File: src/hw/rtl/ist_pkg.sv
// shared constants and codes for the interval set tracker
`timescale 1ns / 1ps

package ist_pkg;

    // default sizes of the tracker
    localparam int DEF_MAX_INTERVALS = 16;
    localparam int DEF_ADDR_WIDTH    = 32;

    // fixed field widths on the streams
    localparam int FIELD_ADDR_W = 32;
    localparam int IN_TDATA_W   = 2 * FIELD_ADDR_W;
    localparam int OUT_CNT_W    = 5;
    localparam int STATUS_W     = 2;
    localparam int OUT_TDATA_W  = OUT_CNT_W + STATUS_W + 1;

    // request kinds carried on tuser
    typedef enum logic {
        OP_MARK  = 1'b0,
        OP_QUERY = 1'b1
    } op_t;

    // result status codes
    typedef enum logic [STATUS_W-1:0] {
        ST_OK      = 2'd0,
        ST_IGNORED = 2'd1,
        ST_FULL    = 2'd2
    } status_t;

endpackage

File: src/hw/rtl/ist_table.sv
// interval table storage: one write port, one registered read port
`timescale 1ns / 1ps

module ist_table #(
    parameter int DEPTH  = 16,
    parameter int DATA_W = 64
) (
    input  logic                     clk,
    input  logic                     wr_en,
    input  logic [$clog2(DEPTH)-1:0] wr_idx,
    input  logic [DATA_W-1:0]        wr_data,
    input  logic [$clog2(DEPTH)-1:0] rd_idx,
    output logic [DATA_W-1:0]        rd_data
);

    logic [DATA_W-1:0] mem [DEPTH];
    logic [DATA_W-1:0] rd_data_reg;

    // write port
    always_ff @(posedge clk)
    begin
        if (wr_en)
        begin
            mem[wr_idx] <= wr_data;
        end
    end

    // registered read port
    always_ff @(posedge clk)
    begin
        rd_data_reg <= mem[rd_idx];
    end

    assign rd_data = rd_data_reg;

endmodule

File: src/hw/rtl/interval_set_tracker_unit.sv
// interval set tracker top level: sequencer around the interval table
`timescale 1ns / 1ps

// Keeps a sorted table of up to MAX_INTERVALS disjoint closed address intervals.
// A mark request (tuser 0) inserts [first, last] and merges every stored interval
// that overlaps it or shares an endpoint; a query request (tuser 1) reports
// whether first lies inside a stored interval. Each request gives one result.
// The block takes one request at a time and drops s_tready until its result is
// loaded into the output register; a result waiting there does not stop the next
// request. All work goes through the single read port of the table, which reads
// one entry at a time: a query visits entries in order until one covers first;
// a mark finds the first entry that reaches first, absorbs overlapping entries,
// shifts the tail up or down and writes the merged interval, then waits for the
// output register if it is still full. Reset empties the table at once; no clearing pass.

module interval_set_tracker_unit
    import ist_pkg::*;
#(
    parameter int MAX_INTERVALS = DEF_MAX_INTERVALS,
    parameter int ADDR_WIDTH    = DEF_ADDR_WIDTH
) (
    input  logic                   clk,
    input  logic                   rst_n,
    input  logic                   s_tvalid,
    output logic                   s_tready,
    input  logic [IN_TDATA_W-1:0]  s_tdata,   // first_addr[31:0], last_addr[63:32]
    input  logic                   s_tuser,   // operation[0]
    output logic                   m_tvalid,
    input  logic                   m_tready,
    output logic [OUT_TDATA_W-1:0] m_tdata    // covered[0], status[2:1], interval_count[7:3]
);

    localparam int EW = (ADDR_WIDTH < FIELD_ADDR_W) ? ADDR_WIDTH : FIELD_ADDR_W;
    localparam int IW = $clog2(MAX_INTERVALS);
    localparam int CW = $clog2(MAX_INTERVALS + 1);

    typedef enum logic [3:0] {
        S_IDLE,
        S_QWAIT,
        S_QCMP,
        S_FWAIT,
        S_FCMP,
        S_MWAIT,
        S_MCMP,
        S_PLAN,
        S_UWAIT,
        S_UCMP,
        S_DWAIT,
        S_DCMP,
        S_WRITE,
        S_DONE
    } state_t;

    state_t                 state_reg, state_next;
    logic [EW-1:0]          ns_reg, ns_next;
    logic [EW-1:0]          ne_reg, ne_next;
    logic [CW-1:0]          idx_reg, idx_next;
    logic [CW-1:0]          i0_reg, i0_next;
    logic [CW-1:0]          j_reg, j_next;
    logic [IW-1:0]          wp_reg, wp_next;
    logic [CW-1:0]          count_reg, count_next;
    logic                   cov_reg, cov_next;
    status_t                st_reg, st_next;
    logic                   m_tvalid_reg, m_tvalid_next;
    logic [OUT_TDATA_W-1:0] m_tdata_reg, m_tdata_next;

    logic                   tbl_we;
    logic [IW-1:0]          tbl_waddr;
    logic [2*EW-1:0]        tbl_wdata;
    logic [2*EW-1:0]        tbl_rdata;
    logic [EW-1:0]          ent_lo, ent_hi;
    logic [EW-1:0]          in_first, in_last;
    logic [CW-1:0]          idx_inc, i0_inc, merged;
    logic                   idx_last;

    ist_table #(
        .DEPTH  (MAX_INTERVALS),
        .DATA_W (2 * EW)
    ) u_table (
        .clk     (clk),
        .wr_en   (tbl_we),
        .wr_idx  (tbl_waddr),
        .wr_data (tbl_wdata),
        .rd_idx  (idx_reg[IW-1:0]),
        .rd_data (tbl_rdata)
    );

    // field unpacking and shared helpers
    assign in_first = s_tdata[EW-1:0];
    assign in_last  = s_tdata[FIELD_ADDR_W +: EW];
    assign ent_lo   = tbl_rdata[EW-1:0];
    assign ent_hi   = tbl_rdata[2*EW-1:EW];
    assign idx_inc  = idx_reg + CW'(1);
    assign i0_inc   = i0_reg + CW'(1);
    assign merged   = j_reg - i0_reg;
    assign idx_last = (idx_inc == count_reg);

    assign s_tready = (state_reg == S_IDLE);
    assign m_tvalid = m_tvalid_reg;
    assign m_tdata  = m_tdata_reg;

    // sequencer next state and table write port
    always_comb
    begin
        state_next    = state_reg;
        ns_next       = ns_reg;
        ne_next       = ne_reg;
        idx_next      = idx_reg;
        i0_next       = i0_reg;
        j_next        = j_reg;
        wp_next       = wp_reg;
        count_next    = count_reg;
        cov_next      = cov_reg;
        st_next       = st_reg;
        m_tvalid_next = m_tvalid_reg;
        m_tdata_next  = m_tdata_reg;
        tbl_we        = 1'b0;
        tbl_waddr     = wp_reg;
        tbl_wdata     = tbl_rdata;

        // output register drains independently
        if (m_tvalid_reg && m_tready)
        begin
            m_tvalid_next = 1'b0;
        end

        unique case (state_reg)
            S_IDLE:
            begin
                if (s_tvalid)
                begin
                    ns_next  = in_first;
                    ne_next  = in_last;
                    idx_next = '0;
                    i0_next  = '0;
                    j_next   = '0;
                    cov_next = 1'b0;
                    st_next  = ST_OK;
                    if (s_tuser == OP_QUERY)
                    begin
                        state_next = (count_reg == '0) ? S_DONE : S_QWAIT;
                    end
                    else if (in_first > in_last)
                    begin
                        st_next    = ST_IGNORED;
                        state_next = S_DONE;
                    end
                    else
                    begin
                        state_next = (count_reg == '0) ? S_PLAN : S_FWAIT;
                    end
                end
            end

            // query walk
            S_QWAIT:
            begin
                state_next = S_QCMP;
            end
            S_QCMP:
            begin
                if ((ent_lo <= ns_reg) && (ns_reg <= ent_hi))
                begin
                    cov_next   = 1'b1;
                    state_next = S_DONE;
                end
                else if (idx_last)
                begin
                    state_next = S_DONE;
                end
                else
                begin
                    idx_next   = idx_inc;
                    state_next = S_QWAIT;
                end
            end

            // find first entry whose end reaches the new start
            S_FWAIT:
            begin
                state_next = S_FCMP;
            end
            S_FCMP:
            begin
                if (ent_hi < ns_reg)
                begin
                    if (idx_last)
                    begin
                        i0_next    = count_reg;
                        j_next     = count_reg;
                        state_next = S_PLAN;
                    end
                    else
                    begin
                        idx_next   = idx_inc;
                        state_next = S_FWAIT;
                    end
                end
                else
                begin
                    // read data still holds this entry
                    i0_next    = idx_reg;
                    state_next = S_MCMP;
                end
            end

            // absorb entries that start no later than the growing end
            S_MWAIT:
            begin
                state_next = S_MCMP;
            end
            S_MCMP:
            begin
                if (ent_lo <= ne_reg)
                begin
                    if (ent_lo < ns_reg)
                    begin
                        ns_next = ent_lo;
                    end
                    if (ent_hi > ne_reg)
                    begin
                        ne_next = ent_hi;
                    end
                    if (idx_last)
                    begin
                        j_next     = count_reg;
                        state_next = S_PLAN;
                    end
                    else
                    begin
                        idx_next   = idx_inc;
                        state_next = S_MWAIT;
                    end
                end
                else
                begin
                    j_next     = idx_reg;
                    state_next = S_PLAN;
                end
            end

            // choose between opening a slot, closing a gap, a plain write or a full status
            S_PLAN:
            begin
                wp_next = i0_inc[IW-1:0];
                if (merged == '0)
                begin
                    if (count_reg >= CW'(MAX_INTERVALS))
                    begin
                        st_next    = ST_FULL;
                        state_next = S_DONE;
                    end
                    else if (i0_reg < count_reg)
                    begin
                        idx_next   = count_reg - CW'(1);
                        state_next = S_UWAIT;
                    end
                    else
                    begin
                        state_next = S_WRITE;
                    end
                end
                else if (j_reg < count_reg)
                begin
                    idx_next   = j_reg;
                    state_next = S_DWAIT;
                end
                else
                begin
                    state_next = S_WRITE;
                end
            end

            // shift the tail up by one, from the top down
            S_UWAIT:
            begin
                state_next = S_UCMP;
            end
            S_UCMP:
            begin
                tbl_we    = 1'b1;
                tbl_waddr = idx_inc[IW-1:0];
                if (idx_reg == i0_reg)
                begin
                    state_next = S_WRITE;
                end
                else
                begin
                    idx_next   = idx_reg - CW'(1);
                    state_next = S_UWAIT;
                end
            end

            // move the tail down behind the merged slot
            S_DWAIT:
            begin
                state_next = S_DCMP;
            end
            S_DCMP:
            begin
                tbl_we    = 1'b1;
                tbl_waddr = wp_reg;
                wp_next   = wp_reg + IW'(1);
                if (idx_last)
                begin
                    state_next = S_WRITE;
                end
                else
                begin
                    idx_next   = idx_inc;
                    state_next = S_DWAIT;
                end
            end

            // store the merged interval and update the count
            S_WRITE:
            begin
                tbl_we     = 1'b1;
                tbl_waddr  = i0_reg[IW-1:0];
                tbl_wdata  = {ne_reg, ns_reg};
                count_next = count_reg - merged + CW'(1);
                state_next = S_DONE;
            end

            // hand the result to the output register
            S_DONE:
            begin
                if (!m_tvalid_reg || m_tready)
                begin
                    m_tvalid_next = 1'b1;
                    m_tdata_next  = {OUT_CNT_W'(count_reg), st_reg, cov_reg};
                    state_next    = S_IDLE;
                end
            end

            default:
            begin
                state_next = S_IDLE;
            end
        endcase
    end

    // state and registered outputs
    always_ff @(posedge clk or negedge rst_n)
    begin
        if (!rst_n)
        begin
            state_reg    <= S_IDLE;
            ns_reg       <= '0;
            ne_reg       <= '0;
            idx_reg      <= '0;
            i0_reg       <= '0;
            j_reg        <= '0;
            wp_reg       <= '0;
            count_reg    <= '0;
            cov_reg      <= 1'b0;
            st_reg       <= ST_OK;
            m_tvalid_reg <= 1'b0;
            m_tdata_reg  <= '0;
        end
        else
        begin
            state_reg    <= state_next;
            ns_reg       <= ns_next;
            ne_reg       <= ne_next;
            idx_reg      <= idx_next;
            i0_reg       <= i0_next;
            j_reg        <= j_next;
            wp_reg       <= wp_next;
            count_reg    <= count_next;
            cov_reg      <= cov_next;
            st_reg       <= st_next;
            m_tvalid_reg <= m_tvalid_next;
            m_tdata_reg  <= m_tdata_next;
        end
    end

endmodule

File: config.mk
export PLATFORM = sky130hd
export DESIGN_NAME = interval_set_tracker_unit
export DESIGN_NICKNAME = d
export VERILOG_FILES = /design/src/hw/rtl/ist_pkg.sv /design/src/hw/rtl/ist_table.sv /design/src/hw/rtl/interval_set_tracker_unit.sv
export SDC_FILE = /design/constraint.sdc
export NUM_CORES = 2
export LEC_CHECK = 0
export BUFFER_PORTS_ARGS = -buffer_cell sky130_fd_sc_hd__buf_2
export CAP_MARGIN = 10
export CORE_MARGIN = 8
export CORE_UTILIZATION = 35
export CTS_CLUSTER_DIAMETER = 80
export CTS_CLUSTER_SIZE = 30
export DETAILED_ROUTE_END_ITERATION = 12
export SLEW_MARGIN = 10
export SYNTH_ARGS = -nofsm -noshare
export SYNTH_HDL_FRONTEND = slang
export SYNTH_SLANG_ARGS = --single-unit
File: constraint.sdc
create_clock -name clk -period 6.9 [get_ports clk]
set_input_delay 0.345 -clock clk [delete_from_list [all_inputs] [get_ports clk]]
set_output_delay 0.345 -clock clk [all_outputs]
set_load 0.02 [all_outputs]
* Word level (Yosys, flattened, before mapping)
Memory sizes are Yosys's and may differ from the RTL's. A register that Yosys moved wholly into a read port is not among the register bits.
Cells that the tools add are included.
** Operators by class
- Multiplexer cells :: 63
- Add/sub/neg operators :: 8
- Divide/modulo/power cells :: 0
- Reductions and logical operators :: 24
- Multipliers :: 0
- Bitwise logic cells :: 0
- Order comparisons :: 10
- Shift-type cells :: 0
- Equality and inequality tests :: 30
** Operator list (count)
- $mux 32 :: 6
- $pmux 32 s2 :: 2
- $le 32x32->1 :: 3
- $mux 5 :: 15
- $gt 32x32->1 :: 2
- $lt 32x32->1 :: 2
- $mux 64 :: 1
- $pmux 4 s14 :: 1
- $mux 4 :: 10
- $pmux 5 s7 :: 1
- $eq 4x4->1 const B :: 6
- $ne 2x2->1 const B :: 11
- $mux 3 :: 7
- $eq 4x3->1 const B :: 4
- $pmux 4 s2 :: 2
- $pmux 5 s3 :: 1
- $ne 3x3->1 const B :: 4
- $reduce_and 4->1 :: 3
- $add 5x1->5 const B :: 2
- $eq 5x5->1 :: 2
- $logic_not 5->1 :: 2
- $lt 5x5->1 :: 2
- $mux 1 :: 10
- $pmux 5 s2 :: 1
- 20 further kinds :: 35
** Word-level totals
- Output and inout bits :: 10
- Bits in registers :: 104
- Memory bits (read-only) :: 0
- Bits of input ports :: 69
- Bits in writable memories :: 1024
- Memories kept :: 1
- Bits in latches :: 0
** Memory list
- u_table.mem :: words 16, width 64, read ports 1, clocked after memory_dff 1, write ports 1, RTL line ist_table.sv:16 : logic [DATA_W-1:0] mem [DEPTH];

* Logic depth before layout (Yosys ltp)
- Depth in word-level cells :: 6
- Mapped depth :: 13
- Depth with buffers taken out :: 13

* Hierarchy
From an unflattened synthesis, not the netlist that was laid out.
** Unflattened totals
- Cells, all modules :: 2852
- Area, all modules :: 50459.6 um2
** By module, submodules not included
- ist_table :: area each 39581.7 um2, times used 1, seq. area each 32030.7 um2, cells an instance 1647
- interval_set_tracker_unit :: area each 10877.9 um2, times used 1, seq. area each 2602.5 um2, cells an instance 1205

* Worst setup path before layout
OpenSTA, ideal clock, no wires.
- Path kind :: flip-flop to flip-flop
- Start point :: reg idx_reg[0]
- End point :: mem u_table.mem[12][0], enable pin
- Library setup time :: 486 ps
- Cell stages (with the launch flop) :: 9
- Path buffers :: 3
- Setup slack :: 1578 ps
- Arrival :: 4836 ps
- Period minus slack after synthesis :: 5322 ps
- Path through :: dfrtp_1 > clkbuf_1 > buf_2 > clkbuf_1 > inv_1 > ha_1 > o22ai_1 > o221ai_1 > nor2_1
** Between the ends
- Cells in the longest elaborated chain, start to end :: 2
** RTL lines
- start: declaration :: RTL line interval_set_tracker_unit.sv:57 : logic [CW-1:0] idx_reg, idx_next;
- start signal: assignment :: RTL line interval_set_tracker_unit.sv:366 : idx_reg <= idx_next;
- $add 5x1->5 :: RTL line interval_set_tracker_unit.sv:93 : assign idx_inc = idx_reg + CW'(1);
- $pmux 4 s2 :: RTL line interval_set_tracker_unit.sv:127 : unique case (state_reg)
- end: declaration :: RTL line ist_table.sv:16
Every way passes these cells.

* Worst setup path in the final report
- Start point :: reg u_table.rd_data_reg[15], in the netlist u_table.rd_data[15], read port of u_table.mem
- End point :: reg ne_reg[0]
** Between the ends
- Cells in the longest elaborated chain, start to end :: 3
** RTL lines
- start: declaration :: RTL line ist_table.sv:17 : logic [DATA_W-1:0] rd_data_reg;
- $le 32x32->1 :: RTL line interval_set_tracker_unit.sv:214 : if (ent_lo <= ne_reg)
- $ne 2x2->1 (no line)
- $reduce_and 4->1 (no line)
- end signal: assignment :: RTL line interval_set_tracker_unit.sv:365 : ne_reg <= ne_next;
- end: declaration :: RTL line interval_set_tracker_unit.sv:56 : logic [EW-1:0] ne_reg, ne_next;
Every way passes these cells.
A chain may end at the register's enable or synchronous reset.

==> flow_summary_export.csv <==
group,metric,value,unit
critical_path,worstPathArrival,5.91,ns
global_route,met3_usage,0.0242,
logic_synthesis,synth-seq-cells,1192,
die,io_pins,79,
logic_synthesis,synth_cell_types,65,
sta,relSlewSlack,0.107,
sta,final.setup.worst_slack,1.57,ns
detailed_routing,postRouteAntennaNets,0,
final_layout,layout_commonest_cell,"edfxtp_1",
sta,finalCriticalPeriod,5.33,ns
clock_network,clk_latency,0.72,ns
clock_network,clock-root-buffer,"clkbuf_16",
critical_path,cp-end-kind,"flip-flop",
logic_synthesis,ys_async_sr_fraction,0.0872,
die,core.rowCount,140,
detailed_routing,num_vias,28700,
critical_path,crit_fanout,20,
power_and_ir_drop,power.total,23.5,mW
logic_synthesis,synth_nets,3536,
worst_hold_path,hold_path.class,"in2reg",
final_layout,num-fill-cells,13300,
logic_synthesis,synth_area_per_cell,15.5,um2
logic_synthesis,ys.flop_type,"edfxtp_1",
place,io_buffers,78,
die,die_w,397,um
sta,fin_crit_sh,0.773,
power_and_ir_drop,vdd_drop_max,0.000242,V
detailed_routing,drc,0,
critical_path,cp-start-kind,"flip-flop",
place,place_hpwl,82500,um
clock_network,cts_buffers,53,
global_route,met1_usage,0.233,
flow_run,max-cap-violations,0,
global_route,grt_use_met2,0.259,
sta,rsz0062_at_grt,"false",
global_route,grt_pass1_vias,28700,
logic_synthesis,syn_area,50900,um2
logic_synthesis,seq_area_frac_synth,0.680,
run_status,status,"completed",
clock_network,htree_levels,2,
place,gp_congestion,0.822,
sta,fmax,187,MHz
clock_network,cts_resized,0,
detailed_routing,wl,130000,um
logic_synthesis,synthCells,3281,
die,die_h,397,um
global_route,grt_max_degree,111,
die,dieArea,158000,um2
die,core_area,145000,um2
clock_network,cts_sinks,1192,
sta,setup_tns,0,ns
global_route,grt_first_pass_wirelength,194000,um
clock_network,cts.path.max_buffers,3,
critical_path,required,7.48,ns
final_layout,final_cell_mix,"1,024 x edfxtp_1, 297 x mux2i_1, 241 x o21ai_0",
final_layout,final_util,0.389,
global_route,grt_overflow,0,
final_layout,nNetsFinal,3659,
clock_network,clk_pin_slew,0.11,ns
place,pre_cts_ws,1.72,ns
sta,fin_skew,0.0570,ns
logic_synthesis,ys.warnings.count,0,
final_layout,largest_reg_flops,1024,
final_layout,drive_gt1_frac,0.143,
detailed_routing,avgRoutedWirePerCell,24.2,um
detailed_routing,viasPerCell,5.35,
global_route,track_usage,0.161,
global_route,busiest_layer,"met2",
critical_path,critPathKind,"reg2reg",
sta,worst_slew_pin_slew,1.33,ns
detailed_routing,firstDrtPassIters,6,
power_and_ir_drop,p_per_area,416,nW/um2
sta,slew_violations,0,
die,start_util,0.351,
clock_network,cts_tree,"built",
final_layout,syn2layout_area_growth,10.8,%
sta,setup_viol,0,
power_and_ir_drop,power_leakage,19.5,nW
detailed_routing,dr.first_iter.drc_count,2684,
global_route,grt_antenna_before_repair,2,
logic_synthesis,synth_edf_count,1024,
sta,hold_viol_final,0,
==> per-layer routing <==
layer	wire length (um)	vias to the layer above	share of wire
met3	7450	127	0.057
li1	-	13000	-
met5	0	-	0
met1	59700	14800	0.46
met4	2230	0	0.017
met2	60400	764	0.47
==> cells in the mapped netlist, types with 21 or more instances <==
cell / number / area (um2)
mux4_2: 128 / 2880
dfrtp_1: 104 / 2600
mux2_2: 65 / 732
inv_1: 119 / 447
clkbuf_1: 113 / 424
ha_1: 184 / 2300
a22oi_1: 74 / 556
o21ai_0: 263 / 1320
edfxtp_1: 1024 / 30700
nand3_1: 21 / 105
buf_1: 28 / 105
nor2_1: 125 / 469
a221oi_1: 69 / 604
nand4_1: 29 / 181
dfxtp_1: 64 / 1280
mux2i_1: 297 / 2970
a21oi_1: 153 / 766
a21o_1: 23 / 173
nand2_1: 201 / 754
==> stage by stage <==
step / instances / hold WS, ns / cell area, um2
after floorplan: 3281 / 0.0494 / 50900
after global placement: 5223 / 0.443 / 54200
after detailed placement: 5224 / 0.446 / 54200
after CTS: 5364 / 0.000318 / 56400
after global routing: 5365 / 0.0274 / 56400
final: 5367 / 0.0403 / 56400
==> final timing paths <==
kind	start	end	slack, ns	cells after the start
worst max register to register	u_table.rd_data[15]	ne_reg[0]	1.57	11
min in group asynchronous	rst_n	ns_reg[11]	0.28	2
worst min register to register	ns_reg[18]	ns_reg[18]	0.49	2
worst min-delay path	s_tdata[25]	ns_reg[25]	0.04	3
worst max-delay path	u_table.rd_data[15]	ne_reg[0]	1.57	11
max in group asynchronous	rst_n	idx_reg[0]	5.21	3
==> timing repair <==
item | CTS | global route
endpoints found under the setup margin | 0 | 0
endpoints found under the hold margin | 84 | 0
buffers inserted | 0 | 0
hold buffers | 41 | 0
==> critical path, cell delays in order, from the launching register on <==
cell      delay (ns)
dfxtp_1         0.44
ha_1            0.35
nand4_1         0.09
or3_1           0.42
nor3_1          0.98
a211o_1         0.45
o211ai_1        0.53
nand2_1         0.32
a31oi_1         0.10
a21oi_4         0.57
buf_4           0.54
mux2_2          0.39
==> cell families (layout without fill, tap and decap cells) <==
| logic type | after synthesis | count (layout) | share of synthesized area |
|---|---|---|---|
| muxes | 490 | 490 | 0.129 |
| xor gates and xnor gates | 23 | 23 | 0.00396 |
| adders and majority gates | 186 | 186 | 0.0460 |
| buffers and inverters | 276 | 443 | 0.0207 |
| and+or+nand+nor | 451 | 451 | 0.0397 |
| other | 0 | 2 | 0 |
| AOI/OAI and AO/OA | 663 | 663 | 0.0797 |
| DFF | 1192 | 1192 | 0.680 |
==> power breakdown <==
group          switching (mW)  internal, mW  total, mW  leakage, nW
clock network            2.38          1.56       3.94        0.838
logic                    5.75          3.19       8.95         7.67
registers               0.794          9.78       10.6         11.0
==> layout make-up <==
| class | instances | area (um2) | share of cell area |
|---|---|---|---|
| Sequential cell | 1192 | 34600 | 0.614 |
| Multi-Input combinational cell | 1813 | 15400 | 0.273 |
| Tap cell | 1917 | 2400 | 0.0425 |
| Timing Repair Buffer | 225 | 1720 | 0.0306 |
| Clock buffer | 76 | 1420 | 0.0252 |
| Inverter | 119 | 447 | 0.00792 |
| Clock inverter | 23 | 338 | 0.00599 |
| Antenna cell | 2 | 5.00 | 0.0000887 |
Power figures use the tool's default switching activity.
